<file path="config.mk">
export PLATFORM = sky130hd
export DESIGN_NAME = utf8_json_sanitizer_top
export DESIGN_NICKNAME = d
export VERILOG_FILES = /design/src/hw/rtl/ujs_pkg.sv /design/src/hw/rtl/ujs_front.sv /design/src/hw/rtl/ujs_queue.sv /design/src/hw/rtl/ujs_back.sv /design/src/hw/rtl/utf8_json_sanitizer_top.sv
export SDC_FILE = /design/constraint.sdc
export NUM_CORES = 1
export LEC_CHECK = 0
export BUFFER_PORTS_ARGS = -buffer_cell sky130_fd_sc_hd__buf_4
export CORE_MARGIN = 5
export CORE_UTILIZATION = 30
export CTS_BUF_LIST = sky130_fd_sc_hd__clkbuf_16
export CTS_CLUSTER_DIAMETER = 30
export DETAILED_ROUTE_END_ITERATION = 12
export PLACE_DENSITY_LB_ADDON = 0.08
export REMOVE_ABC_BUFFERS = 1
export SYNTH_ARGS = -nofsm -noshare
export SYNTH_HDL_FRONTEND = slang
export SYNTH_SLANG_ARGS = --single-unit
</file>
<file path="constraint.sdc">
create_clock -name clk_i -period 5.6 [get_ports clk_i]
set_clock_uncertainty 0.1 [all_clocks]
set_input_delay 0 -clock clk_i [delete_from_list [all_inputs] [get_ports clk_i]]
set_output_delay 0 -clock clk_i [all_outputs]
set_load 0.02 [all_outputs]
</file>
<file path="src/hw/rtl/ujs_pkg.sv">
// Shared types, constants and the code point check for the UTF-8 JSON sanitizer.
package ujs_pkg;

  localparam int unsigned DefQueueDepth = 4;

  localparam logic [7:0] ByteNul = 8'h00;
  localparam logic [7:0] ByteTab = 8'h09;
  localparam logic [7:0] ByteLf  = 8'h0A;
  localparam logic [7:0] ByteCr  = 8'h0D;
  localparam logic [7:0] ByteSp  = 8'h20;

  localparam logic [2:0] LenNone = 3'd0;
  localparam logic [2:0] LenOne  = 3'd1;
  localparam logic [2:0] LenTwo  = 3'd2;
  localparam logic [2:0] LenThree = 3'd3;
  localparam logic [2:0] LenFour = 3'd4;

  // One group of bytes to emit; byte 0 goes out first.
  typedef struct packed {
    logic [3:0][7:0] bytes;
    logic [2:0]      len;
  } group_t;

  function automatic logic [2:0] lead_len(input logic [7:0] b);
    logic [2:0] r;
    r = LenNone;
    if (b[7] == 1'b0) r = LenOne;
    else if (b[7:5] == 3'b110) r = LenTwo;
    else if (b[7:4] == 4'b1110) r = LenThree;
    else if (b[7:3] == 5'b11110) r = LenFour;
    return r;
  endfunction

  function automatic logic seq_ok(input logic [3:0][7:0] q, input logic [2:0] n);
    logic [20:0] cp;
    logic        ok;
    cp = '0;
    ok = 1'b0;
    case (n)
      LenTwo: begin
        cp = {10'd0, q[0][4:0], q[1][5:0]};
        ok = (cp >= 21'h80);
      end
      LenThree: begin
        cp = {5'd0, q[0][3:0], q[1][5:0], q[2][5:0]};
        ok = (cp >= 21'h800) && !((cp >= 21'hD800) && (cp <= 21'hDFFF));
      end
      LenFour: begin
        cp = {q[0][2:0], q[1][5:0], q[2][5:0], q[3][5:0]};
        ok = (cp >= 21'h10000) && (cp <= 21'h10FFFF);
      end
      default: ok = 1'b0;
    endcase
    return ok;
  endfunction

endpackage

</file>
<file path="src/hw/rtl/ujs_front.sv">
// Front end: takes one byte per cycle, tracks open sequences, pushes byte groups.
module ujs_front import ujs_pkg::*; (
  input  logic       clk_i,
  input  logic       rst_ni,
  input  logic       req_i,
  input  logic [7:0] byte_i,
  output logic       push_o,
  output group_t     group_o
);

  logic [2:0]      exp_q, exp_d;
  logic [2:0]      cnt_q, cnt_d;
  logic [7:0]      held_q [3];
  logic            hold_we;
  logic [1:0]      hold_idx;
  logic [3:0][7:0] seq;
  logic [2:0]      lead;
  logic            examine;

  always_comb begin
    exp_d    = exp_q;
    cnt_d    = cnt_q;
    hold_we  = 1'b0;
    hold_idx = 2'd0;
    push_o   = 1'b0;
    group_o  = '0;
    examine  = 1'b0;
    lead     = lead_len(byte_i);
    seq      = '0;
    seq[0]   = held_q[0];
    seq[1]   = (cnt_q == LenOne) ? byte_i : held_q[1];
    seq[2]   = (cnt_q == LenTwo) ? byte_i : held_q[2];
    seq[3]   = byte_i;
    if (req_i) begin
      if (byte_i == ByteNul) begin
        exp_d = LenNone;
        cnt_d = LenNone;
        push_o = 1'b1;
        group_o.len = LenOne;
      end else if (exp_q != LenNone && byte_i[7:6] == 2'b10) begin
        if (cnt_q + 3'd1 == exp_q) begin
          exp_d = LenNone;
          cnt_d = LenNone;
          if (seq_ok(seq, exp_q)) begin
            push_o = 1'b1;
            group_o.bytes = seq;
            group_o.len = exp_q;
          end
        end else begin
          hold_we  = 1'b1;
          hold_idx = cnt_q[1:0];
          cnt_d    = cnt_q + 3'd1;
        end
      end else begin
        exp_d   = LenNone;
        cnt_d   = LenNone;
        examine = 1'b1;
      end
      if (examine) begin
        if (lead == LenOne) begin
          if (byte_i >= ByteSp || byte_i == ByteLf || byte_i == ByteCr ||
              byte_i == ByteTab) begin
            push_o = 1'b1;
            group_o.bytes[0] = byte_i;
            group_o.len = LenOne;
          end
        end else if (lead != LenNone) begin
          hold_we  = 1'b1;
          hold_idx = 2'd0;
          cnt_d    = LenOne;
          exp_d    = lead;
        end
      end
    end
  end

  always_ff @(posedge clk_i or negedge rst_ni) begin
    if (!rst_ni) begin
      exp_q <= LenNone;
      cnt_q <= LenNone;
    end else begin
      exp_q <= exp_d;
      cnt_q <= cnt_d;
    end
  end

  always_ff @(posedge clk_i) begin
    if (hold_we) begin
      held_q[hold_idx] <= byte_i;
    end
  end

endmodule

</file>
<file path="src/hw/rtl/ujs_queue.sv">
// Short FIFO of byte groups between front and back end.
module ujs_queue import ujs_pkg::*; #(
  parameter int unsigned Depth = DefQueueDepth
) (
  input  logic   clk_i,
  input  logic   rst_ni,
  input  logic   push_i,
  input  group_t group_i,
  input  logic   pop_i,
  output logic   full_o,
  output logic   empty_o,
  output group_t head_o
);

  localparam int unsigned PtrW = (Depth > 1) ? $clog2(Depth) : 1;
  localparam int unsigned CntW = $clog2(Depth + 1);

  group_t            mem_q [Depth];
  logic [PtrW-1:0]   wr_q, wr_d, rd_q, rd_d;
  logic [CntW-1:0]   cnt_q, cnt_d;
  logic              do_push, do_pop;

  assign full_o  = (cnt_q == CntW'(Depth));
  assign empty_o = (cnt_q == '0);
  assign do_push = push_i && !full_o;
  assign do_pop  = pop_i && !empty_o;
  assign head_o  = mem_q[rd_q];

  always_comb begin
    wr_d  = wr_q;
    rd_d  = rd_q;
    cnt_d = cnt_q;
    if (do_push) begin
      wr_d = (wr_q == PtrW'(Depth - 1)) ? '0 : wr_q + PtrW'(1);
    end
    if (do_pop) begin
      rd_d = (rd_q == PtrW'(Depth - 1)) ? '0 : rd_q + PtrW'(1);
    end
    if (do_push && !do_pop) cnt_d = cnt_q + CntW'(1);
    else if (do_pop && !do_push) cnt_d = cnt_q - CntW'(1);
  end

  always_ff @(posedge clk_i or negedge rst_ni) begin
    if (!rst_ni) begin
      wr_q  <= '0;
      rd_q  <= '0;
      cnt_q <= '0;
    end else begin
      wr_q  <= wr_d;
      rd_q  <= rd_d;
      cnt_q <= cnt_d;
    end
  end

  always_ff @(posedge clk_i) begin
    if (do_push) begin
      mem_q[wr_q] <= group_i;
    end
  end

endmodule

</file>
<file path="src/hw/rtl/ujs_back.sv">
// Back end: sends the head group out one byte per request, tlast on its final byte.
module ujs_back import ujs_pkg::*; (
  input  logic       clk_i,
  input  logic       rst_ni,
  input  logic       empty_i,
  input  group_t     head_i,
  output logic       pop_o,
  output logic       valid_o,
  input  logic       ready_i,
  output logic [7:0] data_o,
  output logic       last_o
);

  logic [1:0] idx_q, idx_d;
  logic       fire;

  assign valid_o = !empty_i;
  assign data_o  = head_i.bytes[idx_q];
  assign last_o  = ({1'b0, idx_q} + 3'd1 == head_i.len);
  assign fire    = valid_o && ready_i;
  assign pop_o   = fire && last_o;

  always_comb begin
    idx_d = idx_q;
    if (fire) begin
      idx_d = last_o ? 2'd0 : idx_q + 2'd1;
    end
  end

  always_ff @(posedge clk_i or negedge rst_ni) begin
    if (!rst_ni) begin
      idx_q <= 2'd0;
    end else begin
      idx_q <= idx_d;
    end
  end

endmodule

</file>
<file path="src/hw/rtl/utf8_json_sanitizer_top.sv">
// Top level of the UTF-8 JSON sanitizer: front end, group queue, back end.
// Takes one byte per cycle on the slave side whenever the group queue
// (QueueDepth entries) has room; accepted bytes are checked in the same
// cycle and every kept character is queued as one group of 1 to 4 bytes.
// The master side delivers one byte per cycle while m_axis_tready_i is high
// and the queue is not empty, tlast marking the final byte of each group.
// A complete character is written into the group queue when its final byte
// is taken, and is offered on the master side once it reaches the head.
module utf8_json_sanitizer_top import ujs_pkg::*; #(
  parameter int unsigned QueueDepth = DefQueueDepth
) (
  input  logic       clk_i,
  input  logic       rst_ni,
  input  logic       s_axis_tvalid_i,
  output logic       s_axis_tready_o,
  input  logic [7:0] s_axis_tdata_i,   // [7:0] in_byte
  output logic       m_axis_tvalid_o,
  input  logic       m_axis_tready_i,
  output logic [7:0] m_axis_tdata_o,   // [7:0] out_byte
  output logic       m_axis_tlast_o    // last_of_run
);

  logic   push, pop, full, empty;
  group_t grp, head;

  assign s_axis_tready_o = !full;

  ujs_front u_front (
    .clk_i   (clk_i),
    .rst_ni  (rst_ni),
    .req_i   (s_axis_tvalid_i && !full),
    .byte_i  (s_axis_tdata_i),
    .push_o  (push),
    .group_o (grp)
  );

  ujs_queue #(
    .Depth (QueueDepth)
  ) u_queue (
    .clk_i   (clk_i),
    .rst_ni  (rst_ni),
    .push_i  (push),
    .group_i (grp),
    .pop_i   (pop),
    .full_o  (full),
    .empty_o (empty),
    .head_o  (head)
  );

  ujs_back u_back (
    .clk_i   (clk_i),
    .rst_ni  (rst_ni),
    .empty_i (empty),
    .head_i  (head),
    .pop_o   (pop),
    .valid_o (m_axis_tvalid_o),
    .ready_i (m_axis_tready_i),
    .data_o  (m_axis_tdata_o),
    .last_o  (m_axis_tlast_o)
  );

endmodule
</file>
==> reports/qor.yml <==
dpl.hpwl_um: 11300
ir_worst_vdd_mv: 0.199
most-common-layout-cells: "164 x edfxtp_1, 43 x mux4_2, 37 x buf_4"
holdCritPathClass: "input pin to register"
layout-drive-gt1-share_pct: 25.0
ys_types: 51
grt_overflow_total: 0
grt_use_total_pct: 12.8
die_width_um: 170
yosysWarnings: 0
cp_slowest_stage_delay_ns: 0.72
port_buffers: 22
cts_htree_levels: 4
avgSynthCellArea_um2: 16.8
path_cells: "inv_1 -> ha_1 -> nand2b_1 -> mux2i_1 -> nor4_1 -> o31ai_4 -> buf_4 -> a21oi_1 -> ha_1 -> inv_1 -> fa_1 -> xor2_1 -> nor2_1 -> xor2_1"
pin_count: 23
antenna_left: 0
synthTopCellsByArea: "edfxtp_1 64%, mux4_2 13%, dfrtp_1 4.9%"
syn_to_final_growth_pct: 17.2
tns_ns: 0
fill_cells: 2412
relSlewSlack_pct: 35.2
vias: 4127
mostFrequentLayoutCell: "edfxtp_1"
tightest_slew_ns: 0.948
syn-cell-area_um2: 7710
clk_latency_ns: 0.43
setup_slack_ns: 1.68
synth_top_area_share_pct: 63.8
rsz0062_at_grt: "no"
r2r_setup_slack_ns: 1.68
die-area_um2: 29000
final-setup-viol-count: 0
viasPerCell: 4.87
crit_type: "register to register"
initial_utilization_pct: 30.5
seq_area_um2: 5300
clk_path_buf_depth: 2
maxCapViolations: 0
reg2regPathDepth: 14
first_pass_iters: 4
synthCells: 460
status: "finished clean"
cts_tree: "yes"
fmax_mhz: 255
critPathCaptureType: "register"
wl_per_cell_um: 20.8
drc: 0
whs_endpoint: "u_front.held_q[2][2]"
worstPathRequired_ns: 5.85
postCtsSetupRepairBufs: 0
synth_seq_area_share_pct: 68.7
crit_path_start_kind: "register"
rows: 58
r2r_start: "u_front.cnt_q[1]"
grt_pass1_vias: 4508
antenna_found_initial: 0
hold_viol: 0
cp.arrival_ns: 4.17
ys.flop_type: "edfxtp_1"
multiInputGateArea_um2: 2270
drt-total-wl_um: 17600
leakage_nw: 2.96
die_y_um: 170
clock-sinks: 179
drt_iter0_drc: 296
routabilityCongestion: 0.769
synthArstFlopShare_pct: 8.38
r2r-end: "u_queue.cnt_q[2]"
crit_path_top_delay_cell: "nor4_1"
grt_pass1_wl_um: 27600
coreArea_um2: 25300
pre_cts_slack_ns: 1.67
hold_depth: 2
root_buffer: "clkbuf_16"
drv_slew: 0
synth_area_leader_cell: "edfxtp_1"
final_nets: 527
grt_max_degree: 36
cts.reportedPaths.clkPinSlew_ns: 0.07
synth_edf_count: 164
numCtsBuffers: 17
fin_crit_ns: 3.92
fin_crit_sh_pct: 70.0
powerDensity_nw_per_um2: 437
cts_hold_buf: 12
antenna_cells: 0
ctsResizeCount: 0
crit_path_max_fanout: 23
synth-seq-cells: 179
hp-start: "s_axis_tdata_i[2]"
## sequential cells by signal (all words and copies together) (netlist names)
| signal | cells |
|---|---|
| u_queue.wr_q | 2 |
| u_front.exp_q | 3 |
| u_back.idx_q | 2 |
| u_queue.rd_q | 2 |
| u_front.held_q | 24 |
| u_front.cnt_q | 3 |
| u_queue.mem_q | 140 |
| u_queue.cnt_q | 3 |
## how the worst max path moves through the flow
| stage | start | to | slack, ns | cells past startpoint |
|---|---|---|---|---|
| global placement | u_front.cnt_q[0] | u_queue.cnt_q[2] | 1.86 | 13 |
| floorplan | u_front.cnt_q[0] | u_queue.mem_q[0][0] | 0.30 | 6 |
| global route | u_front.cnt_q[1] | u_queue.cnt_q[2] | 1.37 | 14 |
| detailed placement | u_front.cnt_q[1] | u_queue.cnt_q[2] | 1.67 | 14 |
| finish | u_front.cnt_q[1] | u_queue.cnt_q[2] | 1.68 | 14 |
| CTS | u_front.cnt_q[1] | u_queue.cnt_q[2] | 1.68 | 14 |
## critical path, delay by kind of cell, from the launching register on
kind	cells	cell delay, ns
adder cells (fa/ha/maj)	3	0.79
AND/OR/NAND/NOR	3	1.31
buffers and inverters	3	0.42
XOR/XNOR	2	0.33
multiplexers	1	0.20
AO/OA/AOI/OAI	2	0.25
flip-flops	1	0.45
## cells in the mapped netlist, types with 2 or more instances
cell and instances:
a211oi_1 8, a21o_1 2, a21oi_1 15, a22o_1 2, and2_1 3, and3_1 2
buf_2 8, clkbuf_1 16, dfrtp_1 15, edfxtp_1 164, ha_1 10, inv_1 27
mux2_2 3, mux2i_1 3, mux4_2 43, nand2_1 20, nand2b_1 4, nand3_1 3
nor2_1 21, nor3_1 30, nor3b_1 2, nor4_1 3, o211ai_1 4, o21ai_0 4
o221a_2 2, o311ai_0 3, o31ai_1 8, or2_2 2, or3_1 3, or4_1 2
xnor2_1 3, xor2_1 6
## layer usage
layer / GRT usage, % / vias to the layer above / wire, um / share of wire (%)
met5: 0 / - / 0 / 0
met4: 4.06 / 0 / 308 / 1.7
met3: 2.88 / 16 / 518 / 2.9
met2: 20.5 / 63 / 8580 / 49
met1: 17.6 / 2151 / 8200 / 47
li1: - / 1897 / - / -
## area by class of cell
class | count | share of cell area, %
Sequential cell | 179 | 58.7
Multi-Input combinational cell | 230 | 25.1
Clock buffer | 17 | 4.71
Tap cell | 330 | 4.57
Timing Repair Buffer | 49 | 4.40
Clock inverter | 15 | 1.45
Inverter | 27 | 1.12
## kinds of logic (layout without fill, tap and decap cells)
| group | Yosys count | in the layout | synth area share (%) |
|---|---|---|---|
| compound gates | 57 | 57 | 5.37 |
| flops | 179 | 179 | 68.7 |
| simple gates | 99 | 99 | 6.39 |
| fa+ha+maj | 11 | 11 | 1.88 |
| other cells | 1 | 4 | 0.0486 |
| mux | 49 | 49 | 13.4 |
| xor+xnor | 10 | 10 | 1.31 |
| buf+inv | 54 | 108 | 2.90 |
## where the power goes
part | internal [mW] | switching [mW]
Combinational | 0.560 | 0.553
Clock | 0.616 | 0.519
Sequential | 1.56 | 0.145
Total | 2.74 | 1.22
## through the flow
step | cells | power (mW) | hold slack, ns | instance area (um2) | utilization, %
2_1_floorplan | 436 | 2.46 | -0.396 | 7600 | -
3_3_place_gp | 803 | 2.88 | -0.229 | 8360 | 33.1
3_5_place_dp | 803 | 2.88 | -0.227 | 8360 | 33.1
4_1_cts | 847 | 4.03 | 0.264 | 9040 | 35.8
5_1_grt | 847 | 4.17 | 0.270 | 9040 | 35.8
6_report | 847 | 3.95 | 0.286 | 9040 | 35.8
Power figures use the tool's default switching activity.
